$ cat src/sv/upe_pkg.sv
// upe_pkg: shared types and character constants for the percent encoder
// no dependencies
`timescale 1ns / 1ps
`default_nettype none
package upe_pkg;

   localparam int unsigned MaxBytes = 7;

   localparam logic [7:0] CH_PCT   = 8'h25;
   localparam logic [7:0] CH_PLUS  = 8'h2B;
   localparam logic [7:0] CH_TILDE = 8'h7E;
   localparam logic [7:0] CH_STAR  = 8'h2A;
   localparam logic [7:0] CH_AMP   = 8'h26;
   localparam logic [7:0] CH_EQ    = 8'h3D;
   localparam logic [7:0] CH_SPACE = 8'h20;
   localparam logic [7:0] CH_TWO   = 8'h32;
   localparam logic [7:0] CH_FIVE  = 8'h35;

   localparam logic CSR_FORM_STYLE    = 1'b0;
   localparam logic CSR_KEEP_RESERVED = 1'b1;

   typedef enum logic [1:0] {
      PEND_NONE  = 2'd0,
      PEND_PCT   = 2'd1,
      PEND_DIGIT = 2'd2
   } upe_pend_code_type;

   typedef struct packed {
      upe_pend_code_type count;
      logic [7:0]        digit;
   } upe_pend_type;

   typedef struct packed {
      logic form_style;
      logic keep_reserved;
   } upe_cfg_type;

   typedef struct packed {
      logic [7:0] in_byte;
      logic       in_last;
   } upe_item_type;

   typedef struct packed {
      logic [MaxBytes-1:0][7:0] bytes;
      logic [2:0]               count;
      logic                     last;
   } upe_burst_type;

endpackage
`default_nettype wire

$ cat src/sv/upe_encode.sv
// upe_encode: per-byte encoding logic, builds the output byte sequence
// of one transaction and the next pending-triple state; depends on upe_pkg
`timescale 1ns / 1ps
`default_nettype none
module upe_encode (
   input  upe_pkg::upe_item_type  item,
   input  upe_pkg::upe_pend_type  pend_cur,
   input  upe_pkg::upe_cfg_type   cfg,
   output upe_pkg::upe_burst_type burst,
   output upe_pkg::upe_pend_type  pend_nxt
);
   import upe_pkg::*;

   function automatic logic [7:0] hex_char(input logic [3:0] nib);
      if (nib < 4'd10) begin
         hex_char = 8'h30 + {4'd0, nib};
      end else begin
         hex_char = 8'h37 + {4'd0, nib};
      end
   endfunction

   logic [7:0]        b;
   logic              b_hex;
   logic              b_alnum;
   logic              b_rsv;
   logic              b_pass;
   logic              do_enc;
   logic [2:0]        n;
   upe_pend_code_type pc;
   logic [7:0]        pd;
   upe_burst_type     seq;

   assign b = item.in_byte;
   assign b_hex = (b inside {["0":"9"], ["A":"F"], ["a":"f"]});
   assign b_alnum = (b inside {["0":"9"], ["A":"Z"], ["a":"z"]});
   assign b_rsv = (b inside {":", "/", "?", "#", "[", "]", "@", "!", "$", "&", "'",
                             "(", ")", "*", "+", ",", ";", "="});

   always_comb begin
      b_pass = b_alnum || (b inside {"-", ".", "_"}) ||
               (cfg.form_style ? (b == CH_STAR) : (b == CH_TILDE));
      if (cfg.keep_reserved && b_rsv &&
          !(cfg.form_style && (b inside {CH_AMP, CH_EQ, CH_PLUS}))) begin
         b_pass = 1'b1;
      end
   end

   always_comb begin
      seq    = '0;
      n      = 3'd0;
      pc     = pend_cur.count;
      pd     = pend_cur.digit;
      do_enc = 1'b0;

      // held prefix: complete, extend or flush a pending triple
      case (pend_cur.count)
         PEND_PCT, PEND_DIGIT: begin
            if (b_hex && pend_cur.count == PEND_PCT) begin
               pc = PEND_DIGIT;
               pd = b;
            end else if (b_hex) begin
               seq.bytes[n] = CH_PCT;
               n = n + 3'd1;
               seq.bytes[n] = pend_cur.digit;
               n = n + 3'd1;
               seq.bytes[n] = b;
               n = n + 3'd1;
               pc = PEND_NONE;
               pd = 8'd0;
            end else begin
               seq.bytes[n] = CH_PCT;
               n = n + 3'd1;
               seq.bytes[n] = CH_TWO;
               n = n + 3'd1;
               seq.bytes[n] = CH_FIVE;
               n = n + 3'd1;
               if (pend_cur.count == PEND_DIGIT) begin
                  seq.bytes[n] = pend_cur.digit;
                  n = n + 3'd1;
               end
               pc     = PEND_NONE;
               pd     = 8'd0;
               do_enc = 1'b1;
            end
         end
         default: begin
            pc     = PEND_NONE;
            do_enc = 1'b1;
         end
      endcase

      // current byte
      if (do_enc) begin
         if (cfg.keep_reserved && b == CH_PCT) begin
            pc = PEND_PCT;
         end else if (cfg.form_style && b == CH_SPACE) begin
            seq.bytes[n] = CH_PLUS;
            n = n + 3'd1;
         end else if (b_pass) begin
            seq.bytes[n] = b;
            n = n + 3'd1;
         end else begin
            seq.bytes[n] = CH_PCT;
            n = n + 3'd1;
            seq.bytes[n] = hex_char(b[7:4]);
            n = n + 3'd1;
            seq.bytes[n] = hex_char(b[3:0]);
            n = n + 3'd1;
         end
      end

      // end of string flushes anything still held
      if (item.in_last && pc != PEND_NONE) begin
         seq.bytes[n] = CH_PCT;
         n = n + 3'd1;
         seq.bytes[n] = CH_TWO;
         n = n + 3'd1;
         seq.bytes[n] = CH_FIVE;
         n = n + 3'd1;
         if (pc == PEND_DIGIT) begin
            seq.bytes[n] = pd;
            n = n + 3'd1;
         end
         pc = PEND_NONE;
         pd = 8'd0;
      end

      seq.count = n;
      seq.last  = item.in_last;
   end

   assign burst          = seq;
   assign pend_nxt.count = pc;
   assign pend_nxt.digit = pd;

endmodule
`default_nettype wire

$ cat src/sv/upe_serializer.sv
// upe_serializer: holds one encoded byte sequence and sends it out one
// byte per cycle, while rsp_ready does not stall it, through the result register; depends on upe_pkg
`timescale 1ns / 1ps
`default_nettype none
module upe_serializer (
   input  logic                   clock,
   input  logic                   reset,
   input  logic                   load,
   input  upe_pkg::upe_burst_type load_data,
   output logic                   load_ready,
   output logic                   rsp_valid,
   input  logic                   rsp_ready,
   output logic [7:0]             rsp_out_byte,
   output logic                   rsp_out_last
);
   import upe_pkg::*;

   upe_burst_type buf_ff;
   upe_burst_type buf_in;
   logic [2:0]    idx_ff;
   logic [2:0]    idx_in;
   logic          busy_ff;
   logic          busy_in;
   logic          rsp_valid_ff;
   logic [7:0]    rsp_byte_ff;
   logic          rsp_last_ff;
   logic          out_load;
   logic          pop;
   logic          at_end;
   logic          final_pop;

   assign out_load   = !rsp_valid_ff || rsp_ready;
   assign pop        = busy_ff && out_load;
   assign at_end     = (idx_ff == buf_ff.count - 3'd1);
   assign final_pop  = pop && at_end;
   assign load_ready = !busy_ff || final_pop;

   always_comb begin
      buf_in  = buf_ff;
      idx_in  = idx_ff;
      busy_in = busy_ff;
      if (load) begin
         buf_in  = load_data;
         idx_in  = 3'd0;
         busy_in = 1'b1;
      end else if (final_pop) begin
         busy_in = 1'b0;
      end else if (pop) begin
         idx_in = idx_ff + 3'd1;
      end
   end

   always_ff @(posedge clock) begin
      if (reset) begin
         busy_ff      <= 1'b0;
         idx_ff       <= 3'd0;
         rsp_valid_ff <= 1'b0;
      end else begin
         busy_ff <= busy_in;
         idx_ff  <= idx_in;
         if (out_load) begin
            rsp_valid_ff <= pop;
         end
      end
   end

   always_ff @(posedge clock) begin
      buf_ff <= buf_in;
      if (pop) begin
         rsp_byte_ff <= buf_ff.bytes[idx_ff];
         rsp_last_ff <= buf_ff.last && at_end;
      end
   end

   assign rsp_valid    = rsp_valid_ff;
   assign rsp_out_byte = rsp_byte_ff;
   assign rsp_out_last = rsp_last_ff;

endmodule
`default_nettype wire

$ cat src/sv/url_percent_encoder_core.sv
// url_percent_encoder_core: streaming percent encoder, top level
// path: input transaction register, serializer buffer, then result register
// throughput: one transaction per cycle when it gives 0 or 1 bytes, otherwise
//   one result byte per cycle (3 for an escaped byte, up to 7) while rsp_ready
//   does not stall, set by the one-byte result register
// reset: synchronous, clears pending triple state, mode registers and all valids
`timescale 1ns / 1ps
`default_nettype none
module url_percent_encoder_core (
   input  logic       clock,
   input  logic       reset,
   input  logic       req_valid,
   output logic       req_ready,
   input  logic [7:0] req_in_byte,
   input  logic       req_in_last,
   output logic       rsp_valid,
   input  logic       rsp_ready,
   output logic [7:0] rsp_out_byte,
   output logic       rsp_out_last,
   input  logic       csr_we,
   input  logic       csr_index,
   input  logic       csr_wdata
);
   import upe_pkg::*;

   logic          in_valid_ff;
   upe_item_type  item_ff;
   upe_pend_type  pend_ff;
   upe_pend_type  pend_in;
   upe_cfg_type   cfg_ff;
   upe_burst_type burst;
   logic          burst_ready;
   logic          in_take;
   logic          burst_load;

   assign in_take    = in_valid_ff && burst_ready;
   assign burst_load = in_take && (burst.count != 3'd0);
   assign req_ready  = !in_valid_ff || in_take;

   always_ff @(posedge clock) begin
      if (reset) begin
         in_valid_ff         <= 1'b0;
         pend_ff.count       <= PEND_NONE;
         pend_ff.digit       <= 8'd0;
         cfg_ff.form_style    <= 1'b0;
         cfg_ff.keep_reserved <= 1'b0;
      end else begin
         if (req_ready) begin
            in_valid_ff <= req_valid;
         end
         if (in_take) begin
            pend_ff <= pend_in;
         end
         if (csr_we) begin
            case (csr_index)
               CSR_FORM_STYLE:    cfg_ff.form_style    <= csr_wdata;
               CSR_KEEP_RESERVED: cfg_ff.keep_reserved <= csr_wdata;
               default:           cfg_ff <= cfg_ff;
            endcase
         end
      end
   end

   always_ff @(posedge clock) begin
      if (req_valid && req_ready) begin
         item_ff.in_byte <= req_in_byte;
         item_ff.in_last <= req_in_last;
      end
   end

   upe_encode u_encode (
      .item     (item_ff),
      .pend_cur (pend_ff),
      .cfg      (cfg_ff),
      .burst    (burst),
      .pend_nxt (pend_in)
   );

   upe_serializer u_serializer (
      .clock        (clock),
      .reset        (reset),
      .load         (burst_load),
      .load_data    (burst),
      .load_ready   (burst_ready),
      .rsp_valid    (rsp_valid),
      .rsp_ready    (rsp_ready),
      .rsp_out_byte (rsp_out_byte),
      .rsp_out_last (rsp_out_last)
   );

endmodule
`default_nettype wire

$ cat config.mk
export PLATFORM = sky130hd
export DESIGN_NAME = url_percent_encoder_core
export DESIGN_NICKNAME = d
export VERILOG_FILES = /design/src/sv/upe_pkg.sv /design/src/sv/upe_encode.sv /design/src/sv/upe_serializer.sv /design/src/sv/url_percent_encoder_core.sv
export SDC_FILE = /design/constraint.sdc
export NUM_CORES = 1
export LEC_CHECK = 0
export BUFFER_PORTS_ARGS = -buffer_cell sky130_fd_sc_hd__buf_2
export CORE_MARGIN = 1.5
export CORE_UTILIZATION = 50
export CTS_BUF_LIST = sky130_fd_sc_hd__clkbuf_8
export DETAILED_ROUTE_END_ITERATION = 8
export PLACE_DENSITY = 0.66
export SYNTH_ARGS = -nofsm -noshare
export SYNTH_HDL_FRONTEND = slang
export SYNTH_HIERARCHICAL = 1
export SYNTH_SLANG_ARGS = --single-unit
export TNS_END_PERCENT = 20
$ cat constraint.sdc
create_clock -name clock -period 16.8 [get_ports clock]
set_input_delay 0.84 -clock clock [delete_from_list [all_inputs] [get_ports clock]]
set_output_delay 0.84 -clock clock [all_outputs]
set_load 0.1 [all_outputs]
=== Word level (Yosys, flattened, before mapping) ===
Index checks and enable logic that the tools add are counted.

* Mux-type cells: 66
* Add/sub/neg operators: 13
* $lt $le $gt $ge: 25
* Equality and inequality tests: 28
* Bitwise logic cells: 17
* Reductions and logical operators: 47

{| class="wikitable"
|+ Operators with widths
! kind !! number
|-
| two-way mux 56 bit || 6
|-
| bitwise mux 56 bit || 4
|-
| two-way mux 8 bit || 23
|-
| demux 8 bit (select 3 bit) || 7
|-
| == test 8 x 6 -> 1 bit (second input constant) || 19
|-
| NOT 35 bit || 3
|-
| bitwise AND 35 bit || 2
|-
| two-way mux 32 bit || 2
|-
| NOT 28 bit || 2
|-
| OR 21 bit || 2
|-
| == test 8 x 7 -> 1 bit (second input constant) || 5
|-
| bitwise AND 20 x 35 -> 35 bit || 1
|-
| less-or-equal comparator 8 x 7 -> 1 bit (second input constant) || 4
|-
| less-than comparator 3 x 4 -> 1 bit (second input constant) || 8
|-
| two-way mux 3 bit || 10
|-
| adder 6 x 4 -> 7 bit (first input constant) || 4
|-
| bitwise AND 16 x 28 -> 28 bit || 1
|-
| bitwise AND 28 bit || 1
|-
| OR 16 x 28 -> 28 bit || 1
|-
| OR 28 bit || 1
|-
| logical AND 1 bit || 25
|-
| adder 3 x 1 -> 3 bit (second input constant) || 8
|-
| binary-select mux 8 bit (select 3 bit) || 1
|-
| two-way mux 24 bit || 1
|-
| 20 further kinds || 55
|}

* Bits in registers: 96
* Logic and storage cells: 217
* Bits of input ports: 16

=== Logic depth before layout (Yosys ltp) ===
Gate-level depths: netlist (run 1).

* Depth in word-level cells: 24
* Depth in mapped cells: 22

=== Hierarchy ===
The synthesis (run 1) kept the hierarchy.

{| class="wikitable"
|+ Modules (own cells, without submodules)
! module !! area an instance (um^2) !! times used !! sequential area each (um^2) !! cells an instance
|-
| upe_encode || 3065.4 || 1 || 0.0 || 482
|-
| upe_serializer || 2880.3 || 1 || 2172.1 || 158
|-
| url_percent_encoder_core || 887.1 || 1 || 530.5 || 69
|}

=== Worst setup path after synthesis (run 1) ===
No wires, ideal clock.

* Path type: reg2reg
* From: register item_ff[1] in the netlist's numbering
* To: register u_serializer.idx_ff[2]
* Cell stages (with the launch flop): 21
* Clock period less this slack: 6.666 ns
* Setup time: 0.134 ns
* Path buffers: 3
* Arrival: 6.532 ns
* Setup slack: 10.134 ns
* Cell sequence: edfxtp_1 clkbuf_1 inv_1 ha_1 buf_2 o311ai_1 a211o_1 buf_2 nand4_1 or3_1 o31a_1 inv_1 ha_1 xnor3_1 xor2_1 nor2_1 a21oi_1 o311a_1 or4b_4 nor4_1 or4_1

{| class="wikitable"
|+ RTL lines
! what !! RTL line !! source
|-
| from (decl) || url_percent_encoder_core.sv:27 || <nowiki>upe_item_type item_ff;</nowiki>
|-
| to (signal assigned) || upe_serializer.sv:60 || <nowiki>idx_ff <= idx_in;</nowiki>
|-
| to (decl) || upe_serializer.sv:20 || <nowiki>logic [2:0] idx_ff;</nowiki>
|}

==> results of run 1 <==
worst max path at each step:
stage | from | end | slack, ps | depth (start not counted)
detailed placement | item_ff[2] | u_serializer/idx_ff[2] | 10360 | 20
CTS | item_ff[2] | u_serializer/idx_ff[2] | 10310 | 20
global placement | item_ff[2] | u_serializer/idx_ff[2] | 10540 | 18
floorplan | item_ff[1] | u_serializer/idx_ff[2] | 10130 | 20
global route | item_ff[2] | u_serializer/idx_ff[2] | 9850 | 18
finish | item_ff[2] | u_serializer/idx_ff[2] | 10140 | 20
layer usage:
metal / GRT usage, % / vias up / part of all wire (%)
li1: - / 2669 / -
met1: 42.6 / 2860 / 43
met2: 48.3 / 306 / 46
met3: 4.47 / 70 / 6.6
met4: 16.3 / 0 / 4.3
met5: 0 / - / 0
per-stage QoR:
stage	area [sq um]	hold slack, ps
floorplan	6850	480
global placement	6970	517
detailed placement	6970	529
CTS	7160	546
global route	7160	583
finish	7160	541
placed cells by master, fill, tap and decap left out, types with 11 or more instances in the layout:
cell / count
edfxtp_1: 78
nor2_1: 75
nand2_1: 53
a21oi_1: 52
nand3_1: 27
o21ai_0: 27
buf_2: 26
inv_1: 20
dfxtp_1: 18
ha_1: 17
nor3_1: 16
mux2i_1: 15
a21bo_1: 11
buf_4: 11
a31oi_1: 11
a2bb2oi_1: 11
critical path, cell delays in order (launching register included):
cell and delay (ps):
edfxtp_1 570, inv_1 240, ha_1 440, or4b_4 220, nand3_2 120, a22o_4 310
a311oi_1 780, buf_4 300, or3_1 410, inv_2 170, ha_1 310, xnor2_1 210
xnor3_1 330, xor2_1 200, nor2_1 100, a21oi_1 60, o311a_2 360, buf_4 350
or4b_4 640, a2111oi_2 320, or4_1 150
registers in the layout, indices dropped and copies added (netlist names), 2 cells and up:
register                   flops
u_serializer/buf_ff           60
u_serializer/idx_ff            3
pend_ff                       10
u_serializer/rsp_out_byte      8
item_ff                        9
cfg_ff                         2
power groups by stage:
stage	combinational [W]	clock (W)	sequential [W]
2_1_floorplan	0.0000630	0	0.000286
6_report	0.0000912	0.000154	0.000278
4_1_cts	0.0000888	0.000156	0.000278
5_1_grt	0.0000966	0.000164	0.000279
3_5_place_dp	0.0000884	0	0.000283
3_3_place_gp	0.0000884	0	0.000283
layout make-up:
cell class	instances	area [sq um]
tap	176	220
timing repair buffer	37	213
inverter	22	82.6
multi-input combinational	536	3750
fill	1205	6130
sequential	96	2700
clock inverter	7	67.6
clock buffer	9	124
kinds of logic after synthesis:
logic type	Yosys count	synth area share (%)
compound gates	229	25.1
xor+xnor	15	2.71
fa+ha+maj	17	3.11
buf+inv	81	5.82
flops	96	39.6
mux	24	5.00
other cells	1	0.0549
simple gates	246	18.7
cell usage after synthesis, types with 4 or more instances:
cell type and instances:
a21bo_1 11, a21o_1 5, a21oi_1 52, a21oi_2 10, a221o_1 6, a22o_1 7, a22oi_1 10, a2bb2oi_1 11
a311oi_1 4, a31oi_1 11, a32oi_1 5, and2_1 7, and3_1 9, buf_2 15, buf_4 10, buf_6 5
clkbuf_1 29, dfxtp_1 18, edfxtp_1 78, ha_1 17, inv_1 20, mux2i_1 15, mux4_2 8, nand2_1 53
nand2b_1 10, nand3_1 27, nand4_1 7, nor2_1 75, nor2b_1 5, nor3_1 17, o211ai_1 4, o21a_1 4
o21ai_0 29, o21ai_1 6, o22ai_1 8, o311a_1 4, o32ai_1 6, or3_1 7, xnor2_1 8
==> flow_summary.toml, run 1 <==
[detailed_routing]
vias = 5905
drt-total-wl_um = 22000
firstDrtPassIters = 5
via_per_inst = 6.69
wl_per_cell_um = 24.9
first_iter_violations = 742
drc = 0
ant_nets = 0

[layout]
stdcell_count = 883
diodes = 0
final_nets = 735
fin_util_pct = 53.9
area_growth_pct = 4.83
drive_above_1_share_pct = 14.3

[critical_path]
worst_setup_path_end_kind = "register"
critPathLaunchType = "register"
r2r-start = "item_ff[2]"
rrSetupSlack_ps = 10140
reg2reg_depth = 20
crit_type = "register to register"
arrival_ps = 6980
regToRegEndpoint = "u_serializer/idx_ff[2]"
cp_max_fo = 66
crit_required_ps = 17120

[yosys]
synth-async-reset-ratio_pct = 0
yosys.area.top_type = "edfxtp_1"
synth_edf_count = 78
synth-seq-cells = 96
synth.area.top_cells = "edfxtp_1 34%, dfxtp_1 5.3%, nor2_1 4.1%"
netlist_area_sq_um = 6830
synth_cells = 709
yosysSeqAreaShare_pct = 39.6
synth_area_per_cell_sq_um = 9.64
ys.flop_type = "edfxtp_1"
yosys_warnings = 6
yosysUniqueCellTypes = 91
yosys.area.top_type_share_pct = 34.3

[placed_design]
placed_cells = 867
io_buffers = 26
hpwl_um = 16300
place_ws_ps = 10360
gp_congestion = 1.01

[floorplan]
rows = 42
start_util_pct = 51.4
die_w_um = 120
dieHeight_um = 120
ios = 27
dieArea_sq_um = 14400
core-area_sq_um = 13300

[sta]
worst_slew_pin_slew_ps = 969
setup_violations = 0
fmax_mhz = 150
finClkSkew_ps = 13.5
max_slew_margin_pct = 35.4
layout_setup_ws_ps = 10140
rsz0062_at_grt = "no"
final-hold-violation-count = 0
period_share_pct = 39.7
slew_viol_final = 0
finalCriticalPeriod_ps = 6660
fin_tns_setup_ps = 0

[power]
powerDensity_nw_per_um2 = 72.9
p_switching_w = 0.000157
power_frac_clock_pct = 29.4
p_leak_nw = 2.50
peakVddDrop_uv = 32.6
p_comb_share_pct = 17.4
intPower_w = 0.000365
p_sw_share_pct = 30.1
finalPower_w = 0.000523
p_seq_share_pct = 53.2

[min_path]
min_to = "u_serializer/busy_ff"
min_path_cells = 2
hp-class = "register to register"
hp-start = "u_serializer/busy_ff"

[grt]
grt.total_usage_pct = 31.2
grt.overflow.total = 0
grt_pass1_wl_um = 33500
grt_pass1_vias = 5574
grt_max_degree = 67
antenna_found_initial = 0

[cts]
cts-root-buf = "clkbuf_8"
ctsHoldBuffers = 0
clockBufferDepth = 2
cts_setup_buffers = 0
cts_buffers = 9
clkSinkCount = 96
cts_resized = 0
cts_htree_levels = 3
clk_latency_ps = 380
cts_tree = "yes"
cts.clk_slew.worst_paths_ps = 100

[outcome]
status = "finished, final reports clean"

[flow_run]
cap_violations = 0
Power figures use the tool's default switching activity.
==> run 2, diff against run 1 <==
--- a/config.mk
+++ b/config.mk
@@ -10,7 +10,7 @@
 export CORE_UTILIZATION = 50
 export CTS_BUF_LIST = sky130_fd_sc_hd__clkbuf_8
 export DETAILED_ROUTE_END_ITERATION = 8
-export PLACE_DENSITY = 0.66
+export PLACE_DENSITY = 0.68
 export SYNTH_ARGS = -nofsm -noshare
 export SYNTH_HDL_FRONTEND = slang
 export SYNTH_HIERARCHICAL = 1
==> constraint.sdc (replaced) <==
create_clock -name clock -period 5.4 [get_ports clock]
set_input_delay 0.27 -clock clock [delete_from_list [all_inputs] [get_ports clock]]
set_output_delay 0.27 -clock clock [all_outputs]
set_load 0.1 [all_outputs]
==> flow_summary.toml, run 2 (same netlist as run 1, synthesis figures left out) <==
[sta]
fin_tns_setup_ps = 0
max_slew_margin_pct = 18.8
final-hold-violation-count = 0
finClkSkew_ps = 12.6
slew_viol_final = 0
rsz0062_at_grt = "no"
setup_violations = 0
period_share_pct = 95.9
worst_slew_pin_slew_ps = 1210
fmax_mhz = 193
finalCriticalPeriod_ps = 5180

[floorplan]
dieArea_sq_um = 14400
start_util_pct = 51.4
rows = 42
core-area_sq_um = 13300
die_w_um = 120
ios = 27
dieHeight_um = 120

[detailed_routing]
via_per_inst = 6.55
drc = 0
first_iter_violations = 716
vias = 5955
ant_nets = 0
wl_per_cell_um = 24.0
drt-total-wl_um = 21800
firstDrtPassIters = 6

[critical_path]
rrSetupSlack_ps = 220
worst_setup_path_end_kind = "register"
crit_required_ps = 5740
r2r-start = "item_ff[2]"
cp_slowest_stage_delay_ps = 510
cp_max_fo = 10
path_cells = "inv_2 -> ha_2 -> or4b_4 -> nand3_2 -> a211o_1 -> nand4_1 -> or3_4 -> o31a_1 -> inv_2 -> ha_4 -> xnor3_2 -> xor2_1 -> nor2_1 -> a21oi_1 -> o311a_4 -> or4b_4 -> a2111oi_2 -> or4_1"
critPathLaunchType = "register"
regToRegEndpoint = "u_serializer/idx_ff[2]"
arrival_ps = 5520
crit_type = "register to register"
reg2reg_depth = 18
slowest_stage = "or4b_4"

[grt]
grt_pass1_vias = 5606
grt_pass1_wl_um = 33600
grt.overflow.total = 0
grt.total_usage_pct = 31.1
grt_max_degree = 55
antenna_found_initial = 0

[placed_design]
hpwl_um = 16600
gp_congestion = 1.01
placed_cells = 890
io_buffers = 26

[min_path]
hp-start = "req_in_last"
min_to = "item_ff[0]"
min_path_cells = 1
hp-class = "input pin to register"

[cts]
cts_buffers = 9
ctsHoldBuffers = 0
clockBufferDepth = 2
cts.clk_slew.worst_paths_ps = 110
cts_htree_levels = 3
cts-root-buf = "clkbuf_8"
clk_latency_ps = 380
clkSinkCount = 96
cts_tree = "yes"

[power]
p_leak_nw = 2.62
peakVddDrop_uv = 121
powerDensity_nw_per_um2 = 219

[layout]
regMostFlops = "u_serializer/buf_ff"
area_growth_pct = 8.61
final_cell_mix = "78 x edfxtp_1, 75 x nor2_1, 53 x nand2_1"
diodes = 0
fin_util_pct = 55.8
stdcell_count = 909
drive_above_1_share_pct = 19.2
mostFrequentLayoutCell = "edfxtp_1"
final_nets = 761
largest_register_ffs = 60
fill_cells = 1191
reg.largest.list = "u_serializer/buf_ff: 60 flops, pend_ff: 10 flops, item_ff: 9 flops"

[outcome]
status = "finished, final reports clean"

[flow_run]
cap_violations = 0
## run 2: critical path: cells and delay by family, from the launching register on
kind | cells | cell delay (ps)
AO/OA/AOI/OAI | 5 | 1380
adder cells (fa/ha/maj) | 2 | 460
flip-flops | 1 | 450
AND/OR/NAND/NOR | 7 | 1870
buffers and inverters | 2 | 290
XOR/XNOR | 2 | 670
## run 2: per-stage QoR
stage	hold slack [ps]	power (W)	setup slack, ps	area [sq um]
floorplan	332	0.00109	1.63	6900
global placement	447	0.00117	283	7180
detailed placement	449	0.00117	102	7180
CTS	34.5	0.00163	35.0	7370
global route	38.7	0.00168	6.49	7420
finish	56.3	0.00162	221	7420
## run 2: cell type report
type	instances	area [sq um]	area share (%)
Sequential cell	96	2700	36.4
Multi-Input combinational cell	536	3820	51.5
Clock inverter	7	60.1	0.809
Tap cell	176	220	2.97
Inverter	22	82.6	1.11
Timing Repair Buffer	63	408	5.50
Clock buffer	9	124	1.67
## run 2: how the worst max path moves through the flow
stage	endpoint	slack (ps)	from
2_1_floorplan	u_serializer/idx_ff[2]	2	item_ff[1]
3_3_place_gp	u_serializer/idx_ff[2]	280	item_ff[1]
6_report	u_serializer/idx_ff[2]	220	item_ff[2]
3_5_place_dp	u_serializer/idx_ff[2]	100	item_ff[1]
4_1_cts	u_serializer/idx_ff[2]	30	item_ff[3]
5_1_grt	u_serializer/idx_ff[2]	6	item_ff[2]
## run 2: per-layer routing
layer / up-vias / GRT usage (%) / routed length [um]
met3: 64 / 4.80 / 1340
li1: 2727 / - / -
met1: 2874 / 41.8 / 9380
met5: - / 0 / 0
met2: 290 / 49.6 / 10100
met4: 0 / 14.4 / 1000
## run 2: report_power, final
| part | switching, W | leakage [nW] | internal [W] |
|---|---|---|---|
| sequential | 0.0000249 | 0.896 | 0.000836 |
| clock | 0.000280 | 0.0917 | 0.000176 |
| combinational | 0.000205 | 1.63 | 0.000101 |
## run 2: timing repair
item                                    in CTS  in global routing
buffers inserted                             0                  3
gates resized for setup                      0                  8
endpoints found under the setup margin       0                 55
